[src/design/lrpc_pkg.sv]
package lrpc_pkg;

  localparam int unsigned SIN_A = 102944;
  localparam int unsigned SIN_B = 42048;
  localparam int unsigned SIN_C = 4640;

  localparam logic [2:0] REG_COLUMNS   = 3'd0;
  localparam logic [2:0] REG_ROWS      = 3'd1;
  localparam logic [2:0] REG_AZ_START  = 3'd2;
  localparam logic [2:0] REG_AZ_STEP   = 3'd3;
  localparam logic [2:0] REG_EL_START  = 3'd4;
  localparam logic [2:0] REG_EL_STEP   = 3'd5;
  localparam logic [2:0] REG_RANGE_LO  = 3'd6;
  localparam logic [2:0] REG_RANGE_HI  = 3'd7;

  localparam int CFG_IDX_W  = 4;
  localparam int CFG_DATA_W = 32;

  // Per-ray control carried along the chain.
  typedef struct packed {
    logic planar;
    logic in_lim;
    logic last;
  } ray_ctl_t;

endpackage

[src/design/lrpc_sine.sv]
// Quarter-wave sine polynomial as a chain of four multiply cells.
module lrpc_sine (
  input  logic        clk,
  input  logic        en,
  input  logic [16:0] u_in,
  output logic [16:0] s_out
);
  logic [16:0] u1_r, u2_r, u3_r;
  logic [16:0] q1_r, q2_r;
  logic [16:0] t_r;
  logic [16:0] r_r;
  logic [16:0] s_r;
  logic [33:0] m0, m1, m2, m3;
  logic [16:0] inner;
  logic [16:0] rr;

  assign m0 = u_in * u_in;
  assign m1 = 34'(lrpc_pkg::SIN_C) * {17'd0, q1_r};
  assign inner = 17'(lrpc_pkg::SIN_B - 32'(m1[33:16]));
  assign m2 = {17'd0, t_r} * {17'd0, q2_r};
  assign rr = 17'(lrpc_pkg::SIN_A - 32'(m2[33:16]));
  assign m3 = {17'd0, r_r} * {17'd0, u3_r};

  always_ff @(posedge clk) begin
    if (en) begin
      u1_r <= u_in;
      q1_r <= m0[32:16];
      u2_r <= u1_r;
      q2_r <= q1_r;
      t_r  <= inner;
      u3_r <= u2_r;
      r_r  <= rr;
      s_r  <= m3[32:16];
    end
  end

  assign s_out = s_r;
endmodule

[config.mk]
export PLATFORM = sky130hd
export DESIGN_NAME = lrpc_sine
export DESIGN_NICKNAME = d
export VERILOG_FILES = /design/src/design/lrpc_pkg.sv /design/src/design/lrpc_sine.sv
export SDC_FILE = /design/constraint.sdc
export NUM_CORES = 2
export LEC_CHECK = 0
export ABC_AREA = 1
export BUFFER_PORTS_ARGS = -buffer_cell sky130_fd_sc_hd__buf_2
export CORE_MARGIN = 2
export CORE_UTILIZATION = 46
export DETAILED_ROUTE_END_ITERATION = 8
export GPL_TIMING_DRIVEN = 0
export HOLD_SLACK_MARGIN = 0.03
export PLACE_DENSITY = 0.72
export SLEW_MARGIN = 10
export SYNTH_ARGS = -nofsm -noshare
export SYNTH_HDL_FRONTEND = slang
export SYNTH_SLANG_ARGS = --single-unit
[constraint.sdc]
create_clock -name clk -period 7.8 [get_ports clk]
set_input_delay 0.78 -clock clk [delete_from_list [all_inputs] [get_ports clk]]
set_output_delay 0.78 -clock clk [all_outputs]
set_load 0.01 [all_outputs]
Yosys cells after proc, flatten, opt, wreduce, memory -nomap -nowiden. Index checks and enable logic that the tools add are counted.

Output and inout port bits: 17. Logic and storage cells: 14. Bits in registers: 136. Input port bits: 19.

Multipliers: 4. Add/subtract/negate cells: 2.

Operators by type and width (count): $mul 17x17->33 (3); $mul 8x17->25 const A (1); $sub 16x14->17 const A (1); $sub 17x17->17 const A (1).

Longest topological paths before layout.
Depth in word-level cells: 2. Gate-level depth with buffers: 36. Depth with buffers taken out: 34.

Least setup slack after synthesis. OpenSTA, ideal clock, no wires.

Path kind: input-to-reg. Start point: input u_in[11]. End point: register q1_r[16], data pin. Buffers on the path: 2. Arrival: 5830 ps. Data required time: 7539 ps. Slack: 1709 ps. Stages: 24. Library setup time: 261 ps. Cells stage by stage: clkbuf_1 > clkbuf_1 > nand2_1 > fa_1 > inv_1 > fa_1 > inv_1 > fa_1 > inv_1 > fa_1 > inv_1 > fa_1 > inv_1 > fa_1 > ha_1 > a21oi_1 > inv_1 > a31oi_1 > o21ai_0 > a21oi_1 > o21ai_1 > nand2_1 > nand2_1 > xor2_1.

Word-level cells in the longest chain between the ends: 1.

RTL lines: from (decl) (RTL line lrpc_sine.sv:5) `input logic [16:0] u_in,`; $mul 17x17->33 (RTL line lrpc_sine.sv:17) `assign m0 = u_in * u_in;`; via m0[32] (RTL line lrpc_sine.sv:13) `logic [33:0] m0, m1, m2, m3;`; to (signal assigned) (RTL line lrpc_sine.sv:27) `q1_r <= m0[32:16];`; to (decl) (RTL line lrpc_sine.sv:9) `logic [16:0] q1_r, q2_r;`.

The timed path passes the listed nets, and every way through them passes these cells. A chain may end at the register's enable or synchronous reset.

Final worst setup path.
Start point: register r_r[12]. End point: register s_r[11], in the netlist s_out[11], data pin.

Word-level cells in the longest chain between the ends: 1.

RTL lines: from (decl) (RTL line lrpc_sine.sv:11) `logic [16:0] r_r;`; from (signal assigned) (RTL line lrpc_sine.sv:32) `r_r <= rr;`; $mul 17x17->33 (RTL line lrpc_sine.sv:22) `assign m3 = {17'd0, r_r} * {17'd0, u3_r};`; via m3[27] (RTL line lrpc_sine.sv:13); to (signal assigned) (RTL line lrpc_sine.sv:33) `s_r <= m3[32:16];`; to (decl) (RTL line lrpc_sine.sv:12) `logic [16:0] s_r;`.

The timed path passes the listed nets, and every way through them passes these cells.

==> results.md <==
- DRC viols: 0
- Final setup vio count: 0
- Antenna violations before repair: 1
- All-Layer GR Usage: 23.0%
- Slew Limit Fails: 0
- Area growth syn-to-layout: 5.75%
- Core box area: 73,000 µm²
- Clk_lat worst skew: 470 ps
- CP max FO: 10
- Synth Instances: 4,204
- Post-CTS Hold Buffers: 0
- Post-Place Setup Slack: 504 ps
- Setup TNS: 0 ps
- Slew margin rel.: 40.1%
- RD Place Congestion: 0.937
- Ant diodes: 0
- Post-synth EDFFs: 135
- Non-Filler Instances: 5,231
- Syn nets: 5,219
- Resized cells post-CTS: 0
- Hpwl dp: 70,000 µm
- Largest net degree at the start of global routing: 88
- IO buf count: 35
- H-tree depth: 4
- Crit end category: flop
- Worst EP required: 8030 ps
- Worst Clk Skew: 12.4 ps
- Syn avg cell area: 8.08 µm²
- Hold crit path type: flop to flop
- Ratio of cells with drive above 1 in the final layout: 2.90%
- Commonest cells in the netlist: inv_1, nand2_1, fa_1, ha_1, clkbuf_1
- Arr. time, crit path: 7550 ps
- Synth unique cells: 45
- FP Rows: 99
- Top cells by area, synth: fa_1, inv_1, ha_1, nand2_1, edfxtp_1
- Maxcap violations: 0
- Sequential area share after synthesis: 11.9%
- Vias: 26,100
- Status: finished, final reports clean
- Achievable Freq: 137 MHz
- Util after Layout: 49.2%
- Clk pin slew, worst setup/hold paths: 70 ps
- Top-count cell post-synth: inv_1
- Yosys warning count: 0
- Routed Antenna Nets: 0
- Ys async rst share: 0%
- GR Overflow Total: 0
- First-pass GRT wire length: 137,000 µm
- Initial Util: 46.5%
- Root Driver: clkbuf_16
- CP Launch Type: flop
- # Post-CTS Setup Buffers: 0
- Vias in the first global route: 27,000
- Final period util: 93.8%
- Via/cell ratio: 5.00
- Placed Cells: 5,199
- Top Ports: 36
- Synth Cell Area: 34,000 µm²
- Worst reg-to-reg setup slack: 490 ps
- Final nets: 5,274
- Dominant synthesized flop cell: edfxtp_1
- Post-Route WL: 83,400 µm
- Flops & latches, synth: 135
- Worst slew pin tran: 890 ps
- Die Wd: 276 µm
- DRT iter0 DRCs: 1,945
- Clock sinks: 135
- Die area: 76,000 µm²
- Number of CTS-inserted buffers: 17
- Cell taking the most area after synthesis: fa_1
- Final worst-path setup slack: 485 ps
- TritonCTS clock tree: done
- Endpoints failing hold: 0
- DR pass1 iterations: 8
- DR WL/cell: 15.9 µm
- Die H: 276 µm
- RSZ-0062 raised after global routing: false
- Minimum clock period: 7310 ps
- Crit Path Category: flop to flop
- Top cell type's share of synthesized area: 37.0%
- Max clock buf depth: 2
==> cell type report <==
type	count	area, µm²
clock inverters	14	114
flip-flops and latches	135	4050
plain buffers	164	616
well taps	959	1200
multi-input cells	2660	24600
fillers	6904	37100
repair buffers	36	209
inverters	1245	4670
clock buffers	18	429
==> per-layer routing <==
layer	vias to the layer above	wire [µm]	global-route usage, %	share of wire (%)
met3	157	5740	3.26	6.9
met5	-	0	0	0
met2	936	40400	38.7	48
li1	12300	-	-	-
met4	0	2840	8.22	3.4
met1	12800	34400	30.3	41
==> metrics by stage <==
step | hold WS (ps) | cell area [µm²]
3_3_place_gp | 401 | 35300
4_1_cts | 413 | 35900
3_5_place_dp | 405 | 35400
2_1_floorplan | 400 | 34000
5_1_grt | 422 | 35900
6_report | 414 | 35900
==> registers in the layout, indices dropped and copies added, names as in the netlist <==
signal and cells:
q1_r 17, q2_r 17, r_r 17, s_out 17, u1_r 17, u2_r 17, u3_r 17, t_r 16
==> critical path, stage by stage, from the launching register on <==
cell	delay, ps
edfxtp_1	360
clkbuf_1	510
clkbuf_1	510
nand2_1	160
fa_1	570
inv_1	60
fa_1	530
inv_1	50
fa_1	500
inv_1	50
fa_1	520
inv_1	50
fa_1	470
inv_1	50
fa_1	430
ha_1	310
a21oi_1	230
inv_1	80
a21oi_1	220
a21boi_0	210
o21ai_0	160
a21boi_0	500
o21ai_0	240
nand2_1	130
nand2_1	60
nand2_1	70
nand2_1	50
==> cells in the final DEF (no fill, tap or decap), types with 23 or more instances in the layout <==
cell type,Yosys,layout
buf_2,0,34
xnor2_1,23,23
nand2_1,1081,1081
o21ai_0,51,51
clkbuf_1,164,165
edfxtp_1,135,135
nor2_1,124,124
inv_1,1240,1240
ha_1,368,368
nand3_1,79,79
a21oi_1,109,109
fa_1,628,628
xor2_1,49,49
==> final timing paths <==
check | start | to | cells after the start
setup reg to reg | r_r[12] | s_out[11] | 26
hold / removal | u1_r[15] | u2_r[15] | 0
hold reg to reg | u1_r[15] | u2_r[15] | 0
setup / recovery | r_r[12] | s_out[11] | 26
==> cells by family after synthesis <==
group / share of synthesized area [%]
AO/OA/AOI/OAI: 3.64
XOR/XNOR: 2.05
adder cells (fa/ha/maj): 50.6
buffers and inverters: 15.6
flip-flops: 11.9
AND/OR/NAND/NOR: 16.2
Power is left out: the tool's default activity adds up to more than one toggle a clock period on the data nets, which glitch-free logic cannot reach.
