==> config.mk <==
export PLATFORM = sky130hd
export DESIGN_NAME = lrpc_cell
export DESIGN_NICKNAME = d
export VERILOG_FILES = /design/src/design/lrpc_pkg.sv /design/src/design/lrpc_cell.sv
export SDC_FILE = /design/constraint.sdc
export NUM_CORES = 1
export LEC_CHECK = 0
export BUFFER_PORTS_ARGS = -buffer_cell sky130_fd_sc_hd__buf_2
export CAP_MARGIN = 20
export CORE_MARGIN = 1.5
export CORE_UTILIZATION = 35
export CTS_CLUSTER_SIZE = 28
export DETAILED_ROUTE_END_ITERATION = 10
export PLACE_DENSITY = 0.66
export SYNTH_ARGS = -nofsm -noshare
export SYNTH_HDL_FRONTEND = slang
export SYNTH_SLANG_ARGS = --single-unit
==> constraint.sdc <==
create_clock -name clk -period 1.6 [get_ports clk]
set_input_delay 0.16 -clock clk [delete_from_list [all_inputs] [get_ports clk]]
set_output_delay 0.16 -clock clk [all_outputs]
set_load 0.02 [all_outputs]
==> src/design/lrpc_pkg.sv <==
package lrpc_pkg;

  localparam int unsigned SIN_A = 102944;
  localparam int unsigned SIN_B = 42048;
  localparam int unsigned SIN_C = 4640;

  localparam logic [2:0] REG_COLUMNS   = 3'd0;
  localparam logic [2:0] REG_ROWS      = 3'd1;
  localparam logic [2:0] REG_AZ_START  = 3'd2;
  localparam logic [2:0] REG_AZ_STEP   = 3'd3;
  localparam logic [2:0] REG_EL_START  = 3'd4;
  localparam logic [2:0] REG_EL_STEP   = 3'd5;
  localparam logic [2:0] REG_RANGE_LO  = 3'd6;
  localparam logic [2:0] REG_RANGE_HI  = 3'd7;

  localparam int CFG_IDX_W  = 4;
  localparam int CFG_DATA_W = 32;

  // Per-ray control carried along the chain.
  typedef struct packed {
    logic planar;
    logic in_lim;
    logic last;
  } ray_ctl_t;

endpackage

==> src/design/lrpc_cell.sv <==
// One stage of the side-band chain: valid, ray control, distance and signs.
// Each cell registers its inputs; enable advances the whole chain.
module lrpc_cell #(
  parameter int RANGE_BITS = 24
) (
  input  logic                  clk,
  input  logic                  rst_n,
  input  logic                  en,
  input  logic                  vld_in,
  input  lrpc_pkg::ray_ctl_t    ctl_in,
  input  logic [RANGE_BITS-1:0] d_in,
  input  logic [3:0]            sg_in,
  output logic                  vld_out,
  output lrpc_pkg::ray_ctl_t    ctl_out,
  output logic [RANGE_BITS-1:0] d_out,
  output logic [3:0]            sg_out
);
  logic                  vld_r;
  lrpc_pkg::ray_ctl_t    ctl_r;
  logic [RANGE_BITS-1:0] d_r;
  logic [3:0]            sg_r;

  always_ff @(posedge clk) begin
    if (!rst_n) begin
      vld_r <= 1'b0;
    end else if (en) begin
      vld_r <= vld_in;
    end
  end

  always_ff @(posedge clk) begin
    if (en) begin
      ctl_r <= ctl_in;
      d_r   <= d_in;
      sg_r  <= sg_in;
    end
  end

  assign vld_out = vld_r;
  assign ctl_out = ctl_r;
  assign d_out   = d_r;
  assign sg_out  = sg_r;
endmodule

* Yosys cells after proc, flatten, opt, wreduce, memory -nomap -nowiden
Index checks and enable logic that the tools add are counted.
** Storage, ports and cells
- Flip-flop bits (word level) :: 32
- Input bits :: 35
- Output and inout bits :: 32
- Logic and storage cells :: 6

* Depth between registers and ports, before layout
Gate-level depths: netlist (run 1).
- Word-level depth :: 0
- Mapped depth :: 2
- Depth with buffers taken out :: 2

* Least setup slack after synthesis (run 1)
Ideal clock, no wire load.
- Kind :: reg2reg
- From :: register vld_out (netlist name)
- To :: register vld_r, in the netlist vld_out
- Library setup time :: 0.065 ns
- Data arrival time :: 0.603 ns
- Data required time :: 1.535 ns
- Slack :: 0.932 ns
- Cell stages (with the launch flop) :: 3
- Path buffers :: 0
- Clock period less this slack :: 0.668 ns
- Cell sequence :: dfxtp_1 > mux2i_1 > nor2b_1
** RTL lines
- to (signal assigned) :: RTL line lrpc_cell.sv:27 : vld_r <= vld_in;
- to (decl) :: RTL line lrpc_cell.sv:18 : logic vld_r;

* Worst setup path after layout (run 1)
- From :: register ctl_r, in the netlist ctl_out[0]
- To :: output ctl_out[0] in the netlist's numbering
** RTL lines
- from (decl) :: RTL line lrpc_cell.sv:19 : lrpc_pkg::ray_ctl_t ctl_r;
- from (signal assigned) :: RTL line lrpc_cell.sv:33 : ctl_r <= ctl_in;
- to (decl) :: RTL line lrpc_cell.sv:14 : output lrpc_pkg::ray_ctl_t ctl_out,
No word-level cell between the ends.

==> results of run 1 <==
-- report_power, final --
part / switching [W] / leakage [nW] / internal (W)
registers: 0.0000158 / 0.312 / 0.000990
logic: 0.000142 / 0.407 / 0.000126
clock network: 0.000247 / 0.0326 / 0.000217
-- stage by stage --
step	hold WS (ps)	setup slack [ps]	cell area [µm²]	utilization [%]
3_5_place_dp	338	566	1360	53.2
5_1_grt	57.5	492	1720	67.7
6_report	50.8	561	1720	67.7
3_3_place_gp	337	593	1360	53.2
2_1_floorplan	259	932	967	-
4_1_cts	0.728	541	1570	61.8
-- area by class of cell --
class                      count  area, µm²
multi-input combinational      2       16.3
clock buffer                   8       58.8
tap                           30       37.5
sequential                    32        951
fill                         185        821
timing repair buffer          98        661
-- how the worst min path moves through the flow --
stage	start	end	slack, ps	depth (start not counted)
2_1_floorplan	ctl_in[0]	ctl_out[0]$_DFFE_PP_	260	0
3_3_place_gp	d_in[9]	d_out[9]$_DFFE_PP_	340	1
3_5_place_dp	d_in[17]	d_out[17]$_DFFE_PP_	340	1
4_1_cts	d_in[21]	d_out[21]$_DFFE_PP_	0.7	1
5_1_grt	rst_n	vld_out$_SDFFE_PN0P_	60	2
6_report	rst_n	vld_out$_SDFFE_PN0P_	50	2
-- state kept, by name, indices dropped and copies added (netlist names) --
register and flops:
ctl_out 3, d_out 24, sg_out 4, vld_out 1
-- worst register-to-register path: stages, from the launching register on --
cell,delay [ps]
dfxtp_1,320
mux2i_1,120
nor2b_1,60
-- layer usage --
metal	GRT usage, %	vias to the layer above
met2	24.7	32
met5	0	-
met3	7.73	7
met4	7.32	0
met1	13.7	334
li1	-	344
-- logic make-up after synthesis --
| family | share of synthesized area [%] |
|---|---|
| flops | 98.3 |
| simple gates | 0.647 |
| mux | 1.03 |
-- cells in the final DEF (no fill, tap or decap), drive strengths merged --
cell type	synthesis	layout
nor2b	1	1
mux2i	1	1
dlygate4sd3	0	31
buf	0	67
edfxtp	31	31
clkbuf	0	8
dfxtp	1	1
-- what timing repair did --
action / in CTS / in global routing
hold buffers: 16 / 15
setup buffers: 0 / 0
hold endpoints to repair: 16 / 15
==> metrics.txt, run 1 <==
most common library cells after synthesis 31 x edfxtp_1, 1 x dfxtp_1, 1 x mux2i_1, 1 x nor2b_1; Worst path top cell family by delay flip-flops; R2R Setup Slk 1000 ps; Crit-path slowest cell edfxtp_1; vias per std cell 4.22; CTS tree yes; ys async rst share 0%; max-cap viol count 0; clock latency on the worst-skew pair slightly above 300 ps; Placed Instances 131; Final Power 0.00174 W; Die Footprint roughly 3100 µm²; die height 55.6 µm; number of global-route vias before repair 712; initial antenna violation count 0; first-pass GRT wire length around 3200 µm; initial core utilization a little under two fifths; Crit. End Element output port; Final Hold Viols 0; CORE AREA between 2000 and 3000 µm²; Setup crit start ctl_out[0]$_DFFE_PP_; Final Slew Violations 0; Setup Viol. Count Final 0; Synth Instances 34; most common cell in the netlist edfxtp_1; Metal-1 WL 771 µm; final wirelength 2320 µm; Post-Syn Area 967 µm²; ANT cells 0; TritonRoute pass-1 iters 4; buffers and inverters on the worst path 1; vias about 720; Worst-path clk slew around 90 ps; reg2reg path depth 2; RSZ-0062 raised after global routing no; TNS Setup 0 ps; CP Class flop to output port; Max-slew headroom 72.8%; Sink Count 32; r2r startpoint vld_out$_SDFFE_PN0P_; htree depth 2; status finished clean; fin cells between 150 and 200; Iter 0 DRT Violations 18; pin count of the biggest net entering global routing 18; # rows 18; CP Data Arrival Time 880 ps; fin crit share 65.0%; Synth cell types 4; uppermost layer routed met4; port bufs 66; routability cong. 0.600; EDFF count, synth 31; layout cell share with drive strength beyond 1 52.1%; Yosys reg bits 32; number of buffers created by CTS 5; Synth Warn # 0; Startpoint Class flop; worst-margin pin slew 409 ps; Nets 174; largest fanout on the critical path 1; minimum clock period after layout 1040 ps; ys flop type edfxtp_1; worst path required time 1440 ps; Mapped Nets ~70; main area contributors after synthesis edfxtp_1 96%, dfxtp_1 2.1%, mux2i_1 1.0%; Pleak 0.751 nW; Post-route DRC 0; leading area contributor after synthesis edfxtp_1; CTS Buffer Depth 2; CP Depth 1; Yosys top cell area share between 90% and 100%; Peak VDD IR 0.805 mV; Die X 55.6 µm; IO Pins 67; Tot GR Track Use about 14%; area grow syn2layout 78.3%; DR WL met2 1360 µm; CTS resizes 0; Root Driver clkbuf_4; Critical R2R Capture vld_out$_SDFFE_PN0P_; Avg WL per Cell 13.7 µm; Clock Skews 0 ps; power density over the cells 1010 nW/µm²; FMAX 962 MHz; met3 wire len ~150 µm; total gr overflow 0; CP endpoint ctl_out[0]; min-delay worst type input pin to flop; Antenna Nets Post-Route 0; CP peak stage delay 390 ps; Synth Area per Inst approximately 28 µm²; post-synthesis sequential area ratio 98.3%; CP cell instances buf_2
(Power assumes the default switching activity.)
==> run 2, diff against run 1 <==
Clock period 1.6 ns to 1 ns, I/O delays scaled along.
==> metrics.txt, run 2 (synthesized netlist as in run 1, its figures left out) <==
final wirelength 2520 µm (was 2320 µm); FMAX about 1000 MHz; layout cell share with drive strength beyond 1 51.4% (was 52.1%); pin count of the biggest net entering global routing 17 (was 18); power density over the cells 1510 nW/µm² (was 1010 nW/µm²); Nets 176 (was 174); Max-slew headroom 86.7% (was 72.8%); IO Pins 67 (unchanged); Crit-path slowest cell edfxtp_1 (unchanged); area grow syn2layout 92.2% (was 78.3%); Die X 55.6 µm (unchanged); min-delay worst type input pin to flop (unchanged); RSZ-0062 raised after global routing yes (was no); first-pass GRT wire length 3830 µm (was 3160 µm); commonest cells after routing, fill and taps aside 45 x buf_2, 32 x dlygate4sd3_1, 31 x edfxtp_1, 20 x buf_6, 5 x clkbuf_4 (was 66 x buf_2, 31 x edfxtp_1, 31 x dlygate4sd3_1, 5 x clkbuf_4, 2 x clkbuf_1); Sink Count 32 (unchanged); clock latency on the worst-skew pair 330 ps (was 310 ps); total gr overflow 0 (unchanged); Die Footprint 3090 µm² (unchanged); final core occ 73.1% (was 67.7%); routability cong. 0.588 (was 0.600); htree depth 2 (unchanged); Peak VDD IR 1.30 mV (was 0.805 mV); initial antenna violation count 0 (unchanged); Post CTS Setup Buffer Count 0 (unchanged); Startpoint Class flop (unchanged); minimum clock period after layout 989 ps; Sequential Area 951 µm² (unchanged); fin crit share a little over nine tenths; Post-route DRC 0 (unchanged); Avg WL per Cell 14.6 µm (was 13.7 µm); initial core utilization 38.0% (unchanged); R2R Setup Slk 390 ps (was 1000 ps); CORE AREA 2540 µm² (unchanged); Pleak 0.797 nW (was 0.751 nW); CP Data Arrival Time 890 ps (was 880 ps); CTS tree yes (unchanged); Setup Viol. Count Final 0 (unchanged); port bufs 66 (unchanged); number of global-route vias before repair 811 (was 712); Clock Skews 0 ps (unchanged); Antenna Nets Post-Route 0 (unchanged); CP Class flop to output port (unchanged); Hold Path Stages 3 (was 2); Crit. End Element output port (unchanged); fillers 169 (was 185); CP cell instances buf_6 (was buf_2); CP Depth 1 (unchanged); die height 55.6 µm (unchanged); CTS Buffer Depth 2 (unchanged); Iter 0 DRT Violations 6 (was 18); Tot GR Track Use 17.9% (was 14.4%); HP Start vld_in (was rst_n); number of buffers created by CTS 5 (unchanged); Critical R2R Capture vld_out$_SDFFE_PN0P_ (unchanged); Hold EP vld_out$_SDFFE_PN0P_ (unchanged); Final Hold Viols 0 (unchanged); r2r startpoint vld_out$_SDFFE_PN0P_ (unchanged); max reg flops 24 (unchanged); CP peak stage delay 410 ps (was 390 ps); Worst-path clk slew 80 ps (was 90 ps); vias 733 (was 717); Worst path top cell family by delay flip-flops (unchanged); largest fanout on the critical path 1 (unchanged); buffers and inverters on the worst path 1 (unchanged); ANT cells 0 (unchanged); commonest non-fill, non-tap cell in the layout buf_2 (unchanged); worst path required time 900 ps (was 1440 ps); reg2reg path depth 2 (unchanged); TritonRoute pass-1 iters 4 (unchanged); TNS Setup 0 ps (unchanged); Final Slew Violations 0 (unchanged); area of the multi-input gates 16.3 µm² (unchanged); vias per std cell 4.26 (was 4.22); # rows 18 (unchanged); worst-margin pin slew 200 ps (was 409 ps); max-cap viol count 0 (unchanged); Root Driver clkbuf_4 (unchanged); status finished clean (unchanged)
-- run 2: cell count changes in the layout (fill, tap and decap cells not counted) --
cell           before  now
dlygate4sd3_1      31   32
buf_2              66   45
buf_4               0    2
clkbuf_1            2    3
buf_6               0   20
clkbuf_8            1    0
-- run 2: worst reg2reg max path, delay by kind of cell, from the launching register on --
kind / cells / cell delay, ps
simple gates: 1 / 60
flops: 1 / 330
mux: 1 / 120
-- run 2: metrics by stage --
step | instance area (µm²) | cells | hold WS, ps | power [W] | worst slack, ps
after global placement | 1360 | 132 | 276 | 0.00197 | 237
after global routing | 1860 | 172 | 87.1 | 0.00294 | -46.6
final | 1860 | 172 | 65.1 | 0.00281 | 11.1
after floorplan | 967 | 34 | 199 | 0.00179 | 332
after detailed placement | 1360 | 132 | 278 | 0.00198 | 230
after CTS | 1730 | 172 | 36.7 | 0.00274 | -2.06
-- run 2: layout make-up --
class                      count  area share, %
multi-input combinational      2          0.875
timing repair buffer         100           43.3
tap                           30           2.02
clock buffer                   8           2.62
sequential                    32           51.1
-- run 2: how the worst max path moves through the flow --
stage                    startpoint                   end  slack, ps
2_1_floorplan  vld_out$_SDFFE_PN0P_  vld_out$_SDFFE_PN0P_        330
3_3_place_gp                     en   d_out[22]$_DFFE_PP_        240
3_5_place_dp                     en   d_out[21]$_DFFE_PP_        230
4_1_cts         d_out[22]$_DFFE_PP_             d_out[22]         -2
5_1_grt         d_out[19]$_DFFE_PP_             d_out[19]        -50
6_report         d_out[9]$_DFFE_PP_              d_out[9]         10
-- run 2: power by group --
| group | switching, W | internal, W | total (W) | leakage, nW |
|---|---|---|---|---|
| clock network | 0.000391 | 0.000280 | 0.000671 | 0.0265 |
| registers | 0.0000398 | 0.00159 | 0.00163 | 0.312 |
| logic | 0.000235 | 0.000281 | 0.000516 | 0.459 |
-- run 2: repair_timing --
item | CTS | global route
hold buffers | 32 | 0
hold endpoints to repair | 32 | 0
endpoints found under the setup margin | 1 | 27
gates resized for setup | 0 | 41
-- run 2: metal layers --
layer	routed length [µm]	track usage (%)	vias to the layer above
li1	-	-	349
met1	735	13.5	334
met2	1480	32.3	38
met3	208	10.1	12
met4	99	13.6	0
met5	0	0	-
==> run 3, diff against run 2 <==
Settings changed: CTS_BUF_LIST set to sky130_fd_sc_hd__clkbuf_4.
==> metrics.txt, run 3 (synthesized netlist as in run 1, its figures left out) <==
FMAX 1010 MHz (about the same); pin count of the biggest net entering global routing 17 (unchanged); TritonRoute pass-1 iters 3 (was 4); vias 741 (was 733); layout cell share with drive strength beyond 1 53.5% (was 51.4%); Crit-path slowest cell edfxtp_1 (unchanged); Final Slew Violations 0 (unchanged); CP Class flop to output port (unchanged); Post-route DRC 0 (unchanged); Die Footprint 3090 µm² (unchanged); max reg flops 24 (unchanged); min-delay worst type input pin to flop (unchanged); # rows 18 (unchanged); status finished clean (unchanged); commonest non-fill, non-tap cell in the layout buf_2 (unchanged); Final Hold Viols 0 (unchanged); buffers and inverters on the worst path 1 (unchanged); fillers 162 (was 169); Sink Count 32 (unchanged); Root Driver clkbuf_4 (unchanged); Nets 176 (unchanged); Max-slew headroom 86.7% (about the same); Pleak 0.805 nW (was 0.797 nW); htree depth 2 (unchanged); largest fanout on the critical path 1 (unchanged); CP Data Arrival Time 890 ps (about the same); CORE AREA 2540 µm² (unchanged); initial antenna violation count 0 (unchanged); port bufs 66 (unchanged); minimum clock period after layout 988 ps (was 989 ps); first-pass GRT wire length 3750 µm (was 3830 µm); Avg WL per Cell 14.5 µm (was 14.6 µm); Setup Viol. Count Final 0 (unchanged); fin crit share 98.8% (was 98.9%); IO Pins 67 (unchanged); Worst-path clk slew 90 ps (was 80 ps); CP cell instances buf_6 (unchanged); final wirelength 2490 µm (was 2520 µm); number of buffers created by CTS 5 (unchanged); CTS tree yes (unchanged); Antenna Nets Post-Route 0 (unchanged); vias per std cell 4.31 (was 4.26); max-cap viol count 0 (unchanged); number of global-route vias before repair 817 (was 811); Peak VDD IR 1.21 mV (was 1.30 mV); area grow syn2layout 92.5% (was 92.2%); CP peak stage delay 420 ps (was 410 ps); Startpoint Class flop (unchanged); Worst path top cell family by delay flip-flops (unchanged); Post CTS Setup Buffer Count 0 (unchanged); final hold slack 64.0 ps (was 65.1 ps); TNS Setup 0 ps (unchanged); power density over the cells 1550 nW/µm² (was 1510 nW/µm²); initial core utilization 38.0% (unchanged); Die X 55.6 µm (unchanged); final core occ 73.2% (was 73.1%); CTS Buffer Depth 2 (unchanged); Crit. End Element output port (unchanged); RSZ-0062 raised after global routing yes (unchanged); clock latency on the worst-skew pair 310 ps (was 330 ps); die height 55.6 µm (unchanged); ANT cells 0 (unchanged); worst-margin pin slew 200 ps (about the same); total gr overflow 0 (unchanged); worst path required time 900 ps (about the same); Tot GR Track Use 17.7% (was 17.9%); Clock Skews 0 ps (unchanged); Iter 0 DRT Violations 12 (was 6); routability cong. 0.588 (unchanged); commonest cells after routing, fill and taps aside 47 x buf_2, 32 x dlygate4sd3_1, 31 x edfxtp_1, 19 x buf_6, 8 x clkbuf_4 (was 45 x buf_2, 32 x dlygate4sd3_1, 31 x edfxtp_1, 20 x buf_6, 5 x clkbuf_4)
==> run 3: cell counts in the layout (fill, tap and decap cells not counted) <==
No cell type changed its count.
==> run 3: final timing paths <==
check,slack [ps],to,cells past startpoint,startpoint
setup / recovery,10,d_out[19],1,d_out[19]$_DFFE_PP_
hold / removal,60,vld_out$_SDFFE_PN0P_,3,vld_in
setup reg to reg,400,vld_out$_SDFFE_PN0P_,2,vld_out$_SDFFE_PN0P_
hold reg to reg,540,vld_out$_SDFFE_PN0P_,2,vld_out$_SDFFE_PN0P_
==> run 3: metrics by stage <==
| stage | setup slack, ps | instances | power (W) | instance area (µm²) |
|---|---|---|---|---|
| after detailed placement | 230 | 132 | 0.00198 | 1360 |
| final | 11.5 | 172 | 0.00288 | 1860 |
| after floorplan | 332 | 34 | 0.00179 | 967 |
| after global placement | 237 | 132 | 0.00197 | 1360 |
| after CTS | -1.61 | 172 | 0.00282 | 1740 |
| after global routing | -46.1 | 172 | 0.00303 | 1860 |
==> run 3: timing repair <==
action,CTS,global route
resized for setup,0,38
hold buffers,32,0
setup endpoints to repair,1,27
endpoints found under the hold margin,32,0
cloned,0,0
==> run 3: layer usage <==
layer / vias to the layer above / track usage, % / routed length, µm
met2: 36 / 32.3 / 1490
met1: 346 / 13.2 / 742
met3: 11 / 9.84 / 164
met5: - / 0 / 0
met4: 0 / 12.9 / 92
li1: 348 / - / -
==> run 3: cell type report <==
class | count | area [µm²] | area share (%)
Clock buffer | 8 | 60.1 | 3.23
Multi-Input combinational cell | 2 | 16.3 | 0.874
Sequential cell | 32 | 951 | 51.1
Tap cell | 30 | 37.5 | 2.02
Timing Repair Buffer | 100 | 797 | 42.8
==> run 3: power by group <==
part           switching (W)  leakage (nW)  internal [W]
sequential         0.0000392         0.312       0.00159
clock               0.000388        0.0368      0.000361
combinational       0.000234         0.456      0.000276
